File: config.mk
export PLATFORM = sky130hd
export DESIGN_NAME = gdap_relax
export DESIGN_NICKNAME = d
export VERILOG_FILES = /design/src/design/gdap_pkg.sv /design/src/design/gdap_relax.sv
export SDC_FILE = /design/constraint.sdc
export NUM_CORES = 1
export LEC_CHECK = 0
export BUFFER_PORTS_ARGS = -buffer_cell sky130_fd_sc_hd__buf_2
export CAP_MARGIN = 25
export CORE_ASPECT_RATIO = 0.7
export CORE_UTILIZATION = 45
export DETAILED_ROUTE_END_ITERATION = 8
export GPL_ROUTABILITY_DRIVEN = 1
export PLACE_DENSITY_LB_ADDON = 0.1
export SYNTH_ARGS = -nofsm -noshare
export SYNTH_HDL_FRONTEND = slang
export SYNTH_SLANG_ARGS = --single-unit
File: constraint.sdc
create_clock -name clk -period 6 [get_ports clk]
set_input_delay 0.9 -clock clk [delete_from_list [all_inputs] [get_ports clk]]
set_output_delay 0.9 -clock clk [all_outputs]
set_load 0.01 [all_outputs]
File: src/design/gdap_pkg.sv
// ----------------------------------------------------------------------------
// gdap_pkg - shared definitions for the graph diameter unit
// Field widths and the reset value of the city count register.
// ----------------------------------------------------------------------------
package gdap_pkg;

  localparam int COST_W  = 29;
  localparam int CITY_W  = 6;
  localparam int PRICE_W = 16;
  localparam int COUNT_W = 7;

  localparam logic [COUNT_W-1:0] COUNT_RESET = COUNT_W'(64);

endpackage

File: src/design/gdap_relax.sv
// ----------------------------------------------------------------------------
// gdap_relax - shared relaxation unit
// Saturating add of the two half-path costs, then compare with the entry.
// ----------------------------------------------------------------------------
module gdap_relax
  import gdap_pkg::*;
#(
  parameter int          AW            = 12,
  parameter int unsigned NO_ROUTE_COST = 288000000
) (
  input  logic              clk,
  input  logic              rst_n,
  input  logic              vld,
  input  logic [COST_W-1:0] pivot,
  input  logic [COST_W-1:0] far,
  input  logic [COST_W-1:0] cur,
  input  logic [AW-1:0]     addr,
  output logic              we,
  output logic [AW-1:0]     waddr,
  output logic [COST_W-1:0] wdata
);

  localparam logic [COST_W:0] NO_ROUTE_W = (COST_W + 1)'(NO_ROUTE_COST);

  logic [COST_W:0]   sum;
  logic [COST_W-1:0] via_nxt;
  logic [COST_W-1:0] via_r;
  logic [COST_W-1:0] cur_r;
  logic [AW-1:0]     addr_r;
  logic              vld_r;

  always_comb begin
    sum     = {1'b0, pivot} + {1'b0, far};
    via_nxt = (sum > NO_ROUTE_W) ? NO_ROUTE_W[COST_W-1:0] : sum[COST_W-1:0];
  end

  always_ff @(posedge clk) begin
    if (!rst_n) begin
      vld_r <= 1'b0;
    end else begin
      vld_r <= vld;
    end
    via_r  <= via_nxt;
    cur_r  <= cur;
    addr_r <= addr;
  end

  assign we    = vld_r && (via_r < cur_r);
  assign waddr = addr_r;
  assign wdata = via_r;

endmodule

==> impl_metrics.yaml <==
clocking:
  hold_buffers: 0
  cts-root-buf: "clkbuf_16"
  htreeDepth: 3
  cts_setup_buffers: 0
  cts_buffer_depth: 2
  clkTransAtPathRegs_ns: 0.05
  cts_resized: 0
  cts_tree: "yes"
  clock_sinks: 71
  cts_made_buffers: 9
pwr:
  p_sw_uw: 506
  p_sw_share_pct: 31.2
  clock_power_share_pct: 34.4
  power.density_mw_per_mm2: 290
  p_leak_nw: 2.72
  p_seq_share_pct: 34.4
  pwr-share-comb_pct: 31.2
  p_int_mw: 1.12
  peakVddDrop_mv: 0.160
  total_power_mw: 1.62
yosys:
  yosysWarningCount: 0
  synth_mux_area_share_pct: 0.470
  async_reset_ff_share_pct: 0
  synth_compound_area_share_pct: 23.7
  synth_xor_area_share_pct: 3.68
  synth_ff_type: "dfxtp_1"
  yosysSeqAreaShare_pct: 31.4
  post_synth_fa_ha_maj_area_fraction_pct: 16.2
  synth_top_family_by_area: "compound AO/OA/AOI/OAI gates"
  synth_edf_count: 0
  ys_types: 74
  ys_top_cells_by_area: "dfxtp_1 31%, ha_1 16%, a21oi_1 4.8%"
  synth_top_cell_area_share_pct: 31.4
  synthesis.area_mm2: 0.00452
  yosys-top-cells-count: "71 x dfxtp_1, 57 x ha_1, 43 x a21oi_1, 41 x nand2_1, 36 x inv_1"
  yosys.area.top_type: "dfxtp_1"
  yosys.cell_count.top_type: "dfxtp_1"
  syn_inst: 518
  avgSynthCellArea_um2: 8.73
  syn-num-nets: 678
  ys_ff_latch: 71
  synth-simple-area-share_pct: 18.6
final_layout:
  nNetsFinal: 815
  diodes: 0
  drive_gt1_share_pct: 28.5
  area_delta_synth_final_pct: 23.5
  num-fill-cells: 914
floorplan:
  dieWidth_um: 122
  core_mm2: 0.00972
  die_height_um: 85.9
  initial_utilization_pct: 46.5
  row_count: 30
  dieArea_mm2: 0.0105
  io-pin-count: 144
global_route:
  antenna_found_initial: 0
  grt_overflow_total: 0
  grt_pass1_vias: 3786
  grt_max_degree: 17
  grt_first_pass_wirelength_um: 18500
  grt_usage_pct: 22.3
detailed_routing:
  first_pass_iters: 6
  drt_wl_total_um: 11300
  via_per_inst: 5.38
  via_count: 4242
  antenna_left: 0
  wl_per_cell_um: 14.4
  initialDrtViolationCount: 274
  route.detailed.drc: 0
critical_path:
  critPathMaxStageDelay_ns: 0.66
  crit_type: "input pin to flip-flop"
  required_ns: 6.21
  crit_fanout: 16
  path_cells: "buf_2, ha_1, a21oi_1, o211a_1, o21ai_0, or4_1, a31o_2, a31oi_1, nand2_1, a22oi_1, o21ai_2, or2_1"
  start_kind: "input pin"
  worst_path_max_delay_cell: "or4_1"
  path_delay_family: "compound AO/OA/AOI/OAI gates"
  worst-path-buf-inv: 1
  crit_path_end_kind: "flip-flop"
  critPathArrivalTime_ns: 4.75
timing:
  finalSetupViolCount: 0
  worst_slew_pin_slew_ns: 0.794
  drv_slew: 0
  rsz0062_at_grt: "no"
  hold_viol: 0
  fin_crit_ns: 4.55
  finalCritPeriodShare_pct: 75.8
  setup_tns_ns: 0
  slew_headroom_pct: 47.0
  timing.fmax_mhz: 220
run_status:
  status: "complete, no violations"
min_path:
  worstHoldPathCells: 1
  hold_path_end: "cur_r[0]"
  hp-start: "cur[0]"
  min_path_type: "input pin to flip-flop"
place:
  place.gp.congestion: 0.860
  dp_hpwl_um: 9380
  io_buffers: 143
flow_run:
  cap_viol_max_count: 0
## layer usage
metal	wire, µm	GRT usage [%]
met2	4370	31.0
met1	5940	34.7
met4	171	7.63
met5	0	0
met3	863	2.73
## cells in the final DEF (no fill, tap or decap), types with 3 or more instances in the layout
| cell type | synthesis | layout |
|---|---|---|
| buf_2 | 0 | 143 |
| o211ai_1 | 5 | 5 |
| a21o_2 | 3 | 3 |
| nand2_1 | 41 | 41 |
| nor2b_1 | 11 | 11 |
| a41oi_1 | 3 | 3 |
| ha_1 | 57 | 57 |
| and4_1 | 4 | 4 |
| xnor2_1 | 12 | 12 |
| inv_1 | 36 | 36 |
| a211oi_1 | 9 | 9 |
| nand3_1 | 7 | 7 |
| o21bai_1 | 4 | 4 |
| o21ai_0 | 29 | 29 |
| nor3_1 | 6 | 6 |
| and3_1 | 5 | 5 |
| or3_1 | 3 | 3 |
| dfxtp_1 | 71 | 71 |
| nand2b_1 | 9 | 9 |
| xor2_1 | 7 | 7 |
| clkbuf_16 | 0 | 9 |
| nor4_1 | 4 | 4 |
| nor2_1 | 25 | 25 |
| a31o_2 | 3 | 3 |
| o21a_1 | 7 | 7 |
| nor2_2 | 9 | 9 |
| a31oi_1 | 8 | 8 |
| a21oi_1 | 43 | 43 |
| or4_1 | 3 | 3 |
| a21o_1 | 11 | 11 |
| nand4_1 | 10 | 10 |
| or2_1 | 3 | 3 |
| o211a_1 | 3 | 3 |
| nand3b_1 | 3 | 3 |
## logic make-up after synthesis
logic type,after synthesis
mux,2
xor+xnor,19
fa+ha+maj,58
flops,71
simple gates,157
buf+inv,53
compound gates,158
## flip-flops by register name (all words and copies together) (netlist names)
register / count
vld_r: 1
wdata: 29
cur_r: 29
waddr: 12
## per-stage QoR
stage	cell area, µm²	hold WS (ns)	util (%)	instances	worst slack [ns]
finish	5590	0.676	57.5	788	1.45
global route	5590	0.663	57.5	788	1.24
CTS	5590	0.665	57.5	788	1.54
detailed placement	5260	1.00	54.1	772	1.21
global placement	5260	1.00	54.1	772	1.28
floorplan	4520	0.928	-	518	2.06
## area by class of cell
class | instances | area, µm² | share of cell area (%)
Clock buffer | 11 | 243 | 4.34
Clock inverter | 5 | 81.3 | 1.46
Inverter | 36 | 135 | 2.42
Timing Repair Buffer | 143 | 716 | 12.8
Tap cell | 128 | 160 | 2.87
Sequential cell | 71 | 1420 | 25.4
Multi-Input combinational cell | 394 | 2830 | 50.7
## worst max path at each step
| stage | start | to | slack (ns) | depth (start not counted) |
|---|---|---|---|---|
| final | pivot[8] | wdata[21] | 1.45 | 12 |
| after CTS | pivot[8] | wdata[21] | 1.54 | 12 |
| after global placement | pivot[8] | wdata[21] | 1.28 | 12 |
| after global routing | pivot[8] | wdata[11] | 1.24 | 12 |
| after floorplan | pivot[4] | wdata[11] | 2.06 | 11 |
| after detailed placement | pivot[8] | wdata[21] | 1.21 | 12 |
## power by group through the flow
| stage | Combinational (mW) | Sequential, mW | Clock (mW) |
|---|---|---|---|
| global placement | 0.495 | 0.567 | 0 |
| detailed placement | 0.502 | 0.567 | 0 |
| CTS | 0.505 | 0.558 | 0.570 |
| floorplan | 0.334 | 0.580 | 0 |
| global route | 0.569 | 0.564 | 0.591 |
| finish | 0.507 | 0.558 | 0.558 |
Note: power is estimated with default switching activity, not from simulation.
